==> src/rtl/ptss_pkg.sv <==
package ptss_pkg;

  // event kinds
  localparam logic [2:0] KIND_CREATE  = 3'd0;
  localparam logic [2:0] KIND_YIELD   = 3'd1;
  localparam logic [2:0] KIND_EXIT    = 3'd2;
  localparam logic [2:0] KIND_START   = 3'd3;
  localparam logic [2:0] KIND_SETPRIO = 3'd4;

  // result status codes
  localparam logic [2:0] STS_OK             = 3'd0;
  localparam logic [2:0] STS_NO_FREE        = 3'd1;
  localparam logic [2:0] STS_ALREADY        = 3'd2;
  localparam logic [2:0] STS_NOTHING_RUN    = 3'd3;
  localparam logic [2:0] STS_ALL_EXITED     = 3'd4;
  localparam logic [2:0] STS_NO_CURRENT     = 3'd5;

  // slot states
  localparam logic [1:0] SLOT_FREE     = 2'd0;
  localparam logic [1:0] SLOT_RUNNABLE = 2'd1;
  localparam logic [1:0] SLOT_RUNNING  = 2'd2;

  localparam logic [1:0] PRIO_MAX  = 2'd2;
  localparam logic [1:0] PRIO_NONE = 2'd3;

  // one candidate slot presented to the pick unit
  typedef struct packed {
    logic       clear;
    logic       en;
    logic       mode_free;
    logic [1:0] cand_state;
    logic [1:0] cand_prio;
  } pick_ctl_t;

endpackage

==> src/rtl/ptss_pick.sv <==
module ptss_pick import ptss_pkg::*; #(
  parameter int IW = 2
) (
  input  logic          clk,
  input  logic          rst,
  input  pick_ctl_t     ctl,
  input  logic [IW-1:0] cand_idx,
  output logic          found,
  output logic [IW-1:0] best_idx,
  output logic [1:0]    best_prio
);

  logic take;

  // first free slot, or the runnable slot of highest priority (on a tie the first one wins)
  always_comb begin
    if (ctl.mode_free) begin
      take = (ctl.cand_state == SLOT_FREE) && !found;
    end else begin
      take = (ctl.cand_state == SLOT_RUNNABLE) && (!found || (ctl.cand_prio > best_prio));
    end
  end

  always_ff @(posedge clk) begin
    if (rst || ctl.clear) begin
      found <= 1'b0;
    end else if (ctl.en && take) begin
      found <= 1'b1;
    end
    if (ctl.en && take) begin
      best_idx  <= cand_idx;
      best_prio <= ctl.cand_prio;
    end
  end

endmodule

==> src/rtl/priority_thread_slot_scheduler_top.sv <==
// Fixed-priority thread slot scheduler. Each input word is one event (create, yield, exit,
// start, set priority) and gives exactly one result word. Events that search the slot table
// (create, yield, exit, and the first start) walk the slots one per cycle through the single
// read port of the priority RAM and a shared compare unit. They pass through the scan state
// and then the finish state, where the result word is registered once the output is free;
// other events go straight to the finish state. The input is ready again when the result is
// posted. One event is in work at a time. A new event may be accepted while the previous
// result still waits on m_tready. Its result then holds, and the input stays closed, until
// that word is taken.
module priority_thread_slot_scheduler_top import ptss_pkg::*; #(
  parameter int SLOTS = 4
) (
  input  logic        clk,
  input  logic        rst,
  input  logic        s_tvalid,
  output logic        s_tready,
  input  logic [7:0]  s_tdata,   // kind[2:0], priority_req[4:3], zero fill
  output logic        m_tvalid,
  input  logic        m_tready,
  output logic [15:0] m_tdata    // status[2:0], created_slot[4:3], switch_happened[5],
                                 // from_slot[8:6], to_slot[10:9], prev_priority[12:11],
                                 // current_priority[14:13], zero fill
);

  localparam int IW = $clog2(SLOTS);
  localparam int CW = $clog2(SLOTS + 1);
  localparam logic [CW-1:0] SCAN_END = CW'(SLOTS);
  localparam logic [2:0]    NO_SLOT  = 3'(SLOTS);

  localparam logic [1:0] S_IDLE = 2'd0;
  localparam logic [1:0] S_SCAN = 2'd1;
  localparam logic [1:0] S_FIN  = 2'd2;

  logic [1:0]    state;
  logic [CW-1:0] cnt;

  logic [1:0]    slot_state [SLOTS];
  logic [1:0]    prio_mem [SLOTS];
  logic [1:0]    rd_data;
  logic [IW-1:0] rd_idx;

  logic [IW-1:0] cur_slot;
  logic          cur_valid;
  logic [1:0]    cur_prio;
  logic          started;

  logic [2:0]    ev_kind;
  logic [1:0]    ev_prio;
  logic [2:0]    ev_status;
  logic          ev_scan;
  logic          ev_mode_free;
  logic [2:0]    from_code;

  logic [2:0]    in_kind;
  logic [1:0]    in_prio_raw;
  logic [1:0]    in_prio;
  logic          accept;
  logic [2:0]    acc_status;
  logic          acc_scan;

  pick_ctl_t     pick_ctl;
  logic          found;
  logic [IW-1:0] best_idx;
  logic [1:0]    best_prio;

  logic          fin_fire;
  logic          do_switch;
  logic          do_create;
  logic          do_setp;
  logic          cur_valid_after;
  logic [1:0]    cur_prio_after;
  logic [2:0]    res_status;
  logic [15:0]   res_word;

  assign in_kind     = s_tdata[2:0];
  assign in_prio_raw = s_tdata[4:3];
  assign in_prio     = (in_prio_raw > PRIO_MAX) ? PRIO_MAX : in_prio_raw;
  assign s_tready    = (state == S_IDLE);
  assign accept      = s_tvalid && s_tready;

  // early checks that decide whether the event needs a table walk
  always_comb begin
    acc_status = STS_OK;
    acc_scan   = 1'b0;
    case (in_kind)
      KIND_CREATE: begin
        acc_scan = 1'b1;
      end
      KIND_YIELD, KIND_EXIT: begin
        if (!cur_valid) begin
          acc_status = STS_NO_CURRENT;
        end else begin
          acc_scan = 1'b1;
        end
      end
      KIND_START: begin
        if (started) begin
          acc_status = STS_ALREADY;
        end else begin
          acc_scan = 1'b1;
        end
      end
      KIND_SETPRIO: begin
        if (!cur_valid) begin
          acc_status = STS_NO_CURRENT;
        end
      end
      default: begin
        acc_status = STS_OK;
      end
    endcase
  end

  assign pick_ctl.clear      = accept;
  assign pick_ctl.en         = (state == S_SCAN) && (cnt != '0);
  assign pick_ctl.mode_free  = ev_mode_free;
  assign pick_ctl.cand_state = slot_state[rd_idx];
  assign pick_ctl.cand_prio  = rd_data;

  ptss_pick #(.IW(IW)) u_pick (
    .clk       (clk),
    .rst       (rst),
    .ctl       (pick_ctl),
    .cand_idx  (rd_idx),
    .found     (found),
    .best_idx  (best_idx),
    .best_prio (best_prio)
  );

  assign fin_fire  = (state == S_FIN) && (!m_tvalid || m_tready);
  assign do_switch = ev_scan && !ev_mode_free && found;
  assign do_create = ev_scan && ev_mode_free && found;
  assign do_setp   = (ev_kind == KIND_SETPRIO) && (ev_status == STS_OK);

  assign cur_valid_after = do_switch ? 1'b1 : cur_valid;
  assign cur_prio_after  = do_switch ? best_prio : (do_setp ? ev_prio : cur_prio);

  always_comb begin
    res_status = ev_status;
    if (ev_scan && !found) begin
      if (ev_mode_free) begin
        res_status = STS_NO_FREE;
      end else if (ev_kind == KIND_EXIT) begin
        res_status = STS_ALL_EXITED;
      end else begin
        res_status = STS_NOTHING_RUN;
      end
    end
    res_word        = '0;
    res_word[2:0]   = res_status;
    res_word[4:3]   = do_create ? 2'(best_idx) : 2'd0;
    res_word[5]     = do_switch;
    res_word[8:6]   = do_switch ? from_code : 3'd0;
    res_word[10:9]  = do_switch ? 2'(best_idx) : 2'd0;
    res_word[12:11] = do_setp ? cur_prio : 2'd0;
    res_word[14:13] = cur_valid_after ? cur_prio_after : PRIO_NONE;
  end

  // priority RAM, one read and one write port
  always_ff @(posedge clk) begin
    if (state == S_SCAN && cnt < SCAN_END) begin
      rd_data <= prio_mem[cnt[IW-1:0]];
      rd_idx  <= cnt[IW-1:0];
    end
    if (fin_fire && (do_create || do_setp)) begin
      prio_mem[do_create ? best_idx : cur_slot] <= ev_prio;
    end
  end

  always_ff @(posedge clk) begin
    if (rst) begin
      state     <= S_IDLE;
      cnt       <= '0;
      cur_slot  <= '0;
      cur_valid <= 1'b0;
      started   <= 1'b0;
      m_tvalid  <= 1'b0;
      for (int i = 0; i < SLOTS; i++) begin
        slot_state[i] <= SLOT_FREE;
      end
    end else begin
      if (fin_fire) begin
        m_tvalid <= 1'b1;
      end else if (m_tready) begin
        m_tvalid <= 1'b0;
      end
      case (state)
        S_IDLE: begin
          if (accept) begin
            ev_kind      <= in_kind;
            ev_prio      <= in_prio;
            ev_status    <= acc_status;
            ev_scan      <= acc_scan;
            ev_mode_free <= (in_kind == KIND_CREATE);
            from_code    <= (in_kind == KIND_START && !cur_valid) ? NO_SLOT : 3'(cur_slot);
            cnt          <= '0;
            state        <= acc_scan ? S_SCAN : S_FIN;
            if (acc_scan) begin
              case (in_kind)
                KIND_YIELD: begin
                  slot_state[cur_slot] <= SLOT_RUNNABLE;
                end
                KIND_EXIT: begin
                  slot_state[cur_slot] <= SLOT_FREE;
                  cur_valid            <= 1'b0;
                end
                KIND_START: begin
                  started <= 1'b1;
                end
                default: begin
                end
              endcase
            end
          end
        end
        S_SCAN: begin
          // read of slot cnt overlaps with compare of slot cnt-1
          cnt <= cnt + 1'b1;
          if (cnt == SCAN_END) begin
            state <= S_FIN;
          end
        end
        S_FIN: begin
          if (fin_fire) begin
            m_tdata  <= res_word;
            state    <= S_IDLE;
            cur_prio <= cur_prio_after;
            if (do_switch) begin
              slot_state[best_idx] <= SLOT_RUNNING;
              cur_slot             <= best_idx;
              cur_valid            <= 1'b1;
            end
            if (do_create) begin
              slot_state[best_idx] <= SLOT_RUNNABLE;
            end
          end
        end
        default: begin
          state <= S_IDLE;
        end
      endcase
    end
  end

endmodule

==> config.mk <==
export PLATFORM = sky130hd
export DESIGN_NAME = priority_thread_slot_scheduler_top
export DESIGN_NICKNAME = d
export VERILOG_FILES = /design/src/rtl/ptss_pkg.sv /design/src/rtl/ptss_pick.sv /design/src/rtl/priority_thread_slot_scheduler_top.sv
export SDC_FILE = /design/constraint.sdc
export NUM_CORES = 1
export LEC_CHECK = 0
export BUFFER_PORTS_ARGS = -buffer_cell sky130_fd_sc_hd__buf_2
export CAP_MARGIN = 30
export CORE_MARGIN = 5
export CORE_UTILIZATION = 35
export CTS_BUF_LIST = sky130_fd_sc_hd__clkbuf_8
export CTS_CLUSTER_DIAMETER = 150
export CTS_CLUSTER_SIZE = 16
export DETAILED_ROUTE_END_ITERATION = 8
export GPL_TIMING_DRIVEN = 0
export PLACE_DENSITY = 0.51
export SLEW_MARGIN = 30
export SYNTH_ARGS = -nofsm -noshare
export SYNTH_HDL_FRONTEND = slang
export SYNTH_HIERARCHICAL = 1
export SYNTH_SLANG_ARGS = --single-unit
export TNS_END_PERCENT = 30
==> constraint.sdc <==
create_clock -name clk -period 3.2 [get_ports clk]
set_input_delay 0.32 -clock clk [delete_from_list [all_inputs] [get_ports clk]]
set_output_delay 0.32 -clock clk [all_outputs]
set_load 0.03 [all_outputs]
==> results.py <==
metrics = {
    "finish": {
        "fillers": 776,
        "area_growth_pct": 16.0,
        "ff_latch_area_mm2": 0.00185,
        "nets": 279,
        "multi_input_area_um2": 932,
        "drive_above_1_share_pct": 23.1,
        "instances_no_fill": 373,
        "antennaDiodeCount": 0,
    },
    "critical_path": {
        "path_buf_inv": 2,
        "reg2regPathDepth": 6,
        "crit_type": "register to register",
        "critPathRequiredTime_ns": 3.24,
        "worst_setup_path_end_kind": "register",
        "r2r_slack_ns": 1.02,
        "crit_family": "simple AND/OR/NAND/NOR gates",
        "crit_fanout": 10,
        "r2r_end": "slot_state[2][1]",
        "crit-reg2reg-launch": "state[1]",
        "cp.arrival_ns": 2.22,
        "start_kind": "register",
        "crit_chain": "buf_4 > nor4b_2 > buf_2 > nand4_1 > o22ai_1 > nand2b_1",
        "critPathSlowestCell": "nor4b_2",
        "slowest_delay_ns": 0.63,
    },
    "placement": {
        "dpl_worst_slack_ns": 0.965,
        "hpwl_mm": 4.18,
        "place_inst": 357,
        "io_buffers": 25,
        "place_congestion": 0.789,
    },
    "route": {
        "wirelength_mm": 5.55,
        "viasPerCell": 4.88,
        "via_count": 1822,
        "drtIter0Drc": 46,
        "wl_per_cell_um": 14.9,
        "drt-pass1-iter-count": 4,
        "ant_nets": 0,
        "drcViolationCount": 0,
    },
    "global_route": {
        "grt_use_total_pct": 11.9,
        "grt_pass1_vias": 1778,
        "overflow": 0,
        "grt_max_degree": 18,
        "antenna_found_initial": 0,
        "grt_pass1_wl_mm": 8.93,
    },
    "sta": {
        "fin_ws_ns": 1.02,
        "finalSetupTns_ns": 0,
        "final_max_slew_viol_count": 0,
        "rsz0062_at_grt": "false",
        "finalHoldViolations": 0,
        "worstMarginPinSlew_ns": 0.892,
        "min_period_over_period_pct": 68.0,
        "setup_viol": 0,
        "fin_crit_ns": 2.18,
        "max_slew_margin_pct": 40.4,
        "max_freq_ghz": 0.459,
        "finClkSkew_ns": 0.00568,
    },
    "cts": {
        "cts_tree": "yes",
        "cts_resized": 0,
        "cts_made_buffers": 9,
        "clock_latency_ns": 0.33,
        "post_cts_buffers": 0,
        "h-tree-depth": 3,
        "cts_root_buf": "clkbuf_8",
        "clock-sinks": 66,
        "ctsHoldBuffers": 0,
        "clock_path_buffers": 2,
        "path_clk_slew_ns": 0.07,
    },
    "floorplan": {
        "start_util_pct": 35.5,
        "core_area_mm2": 0.00813,
        "dieArea_mm2": 0.0102,
        "die_w_um": 101,
        "io_pins": 30,
        "die_y_um": 101,
        "rows": 33,
    },
    "synth": {
        "synth_cell_type_count": 52,
        "syn_nets": 241,
        "synthFlopType": "edfxtp_1",
        "yosysSeqAreaShare_pct": 64.2,
        "syn_area_per_cell_um2": 12.8,
        "synth_edf_count": 53,
        "synth_cells": 225,
        "ys_ff_latch": 66,
        "syn_area_mm2": 0.00289,
        "async_reset_ff_share_pct": 0,
        "ys_warn_count": 6,
    },
    "job": {
        "cap_violations": 0,
    },
    "pwr": {
        "vdd_ir_drop_max_uv": 170,
        "p_leak_nw": 1.20,
        "p_per_area_mw_per_mm2": 515,
    },
    "run_status": {
        "status": "finished, final reports clean",
    },
    "hold_path": {
        "min_path_cells": 1,
        "hold_end": "ev_kind[1]",
        "min_path_type": "input port to register",
        "min_from": "s_tdata[1]",
    },
}
-- flip-flops by register name (all words and copies together), names as in the netlist, 3 cells and up, named ones only --
name,count
ev_kind,3
m_tdata,15
cnt,3
from_code,3
slot_state,8
prio_mem,8
-- synthesized netlist by cell type (all sizes together), types with 2 or more instances --
master / count / area, um^2
inv: 18 / 67.6
clkbuf: 3 / 11.3
nor2b: 6 / 37.5
o32a: 2 / 22.5
mux2i: 4 / 40.0
and3: 2 / 12.5
mux2: 3 / 33.8
a21oi: 9 / 45.0
nand3: 4 / 20.0
nand2b: 7 / 51.3
nand4b: 3 / 26.3
nand2: 8 / 30.0
and2: 8 / 50.1
mux4: 4 / 90.1
a31oi: 5 / 31.3
nor2: 27 / 101
nor3b: 2 / 15.0
dfxtp: 13 / 260
xor2: 2 / 17.5
ha: 4 / 50.1
edfxtp: 53 / 1590
buf: 4 / 31.3
o21ai: 6 / 30.0
nor3: 4 / 25.0
-- per-layer routing --
metal	up-vias	part of all wire (%)	global-route usage, %
li1	898	-	-
met4	0	1.6	6.01
met3	11	5.2	2.77
met1	863	47	15.9
met5	-	0	0
met2	50	46	18.1
-- worst register-to-register path, stage by stage (launching register included) --
cell and delay (ns):
dfxtp_1 0.30, buf_4 0.16, nor4b_2 0.63, buf_2 0.30, nand4_1 0.13, o22ai_1 0.21, nand2b_1 0.17
-- where the power goes --
group	internal [mW]	switching, mW	total [mW]
Sequential	0.949	0.0135	0.963
Combinational	0.0402	0.0715	0.112
Clock	0.350	0.299	0.649
Total	1.34	0.384	1.72
-- area by class of cell --
type	count	share of cell area (%)
repair buffers	27	4.11
well taps	105	3.92
flip-flops and latches	66	55.3
clock inverters	7	1.83
plain buffers	7	1.27
multi-input cells	134	27.8
inverters	18	2.02
clock buffers	9	3.70
-- logic make-up (layout without fill, tap and decap cells) --
| logic type | after synthesis | after routing | share of synthesized area, % |
|---|---|---|---|
| flip-flops | 66 | 66 | 64.2 |
| AO/OA/AOI/OAI | 35 | 35 | 8.15 |
| other | 1 | 1 | 0.130 |
| buffers and inverters | 25 | 68 | 3.82 |
| XOR/XNOR | 2 | 2 | 0.607 |
| multiplexers | 11 | 11 | 5.68 |
| AND/OR/NAND/NOR | 81 | 81 | 15.7 |
| adder cells (fa/ha/maj) | 4 | 4 | 1.73 |
-- stage by stage --
stage	util (%)	total power [mW]	hold WS [ns]	cell area, um^2
finish	41.2	1.72	0.183	3350
global route	41.2	1.81	0.162	3350
CTS	41.2	1.75	0.162	3350
detailed placement	38.9	1.09	0.437	3160
global placement	38.6	1.09	0.431	3140
floorplan	-	1.06	0.391	2890
-- layout by cell type, fill, tap and decap left out, types with 4 or more instances in the layout --
master	netlist	routed
clkbuf_8	0	9
mux2i_1	4	4
and2_1	8	8
buf_2	1	27
edfxtp_1	53	53
nor2b_1	6	6
ha_1	4	4
nand3_1	4	4
nand2b_1	6	6
mux4_2	4	4
nand2_1	8	8
inv_1	18	19
nor2_1	27	26
dfxtp_1	13	13
a21oi_1	9	9
a31oi_1	5	5
o21ai_0	6	6
-- worst max-delay path by stage --
stage                   from          endpoint  slack (ns)  cells past startpoint
floorplan           state[1]  slot_state[0][0]        0.32                      5
global placement    state[1]  slot_state[2][0]       -1.04                      5
detailed placement  state[1]  slot_state[2][0]        0.96                      6
CTS                 state[1]  slot_state[2][0]        0.96                      6
global route        state[1]  slot_state[2][1]        0.87                      6
finish              state[1]  slot_state[2][1]        1.02                      6
(Power assumes the default switching activity.)
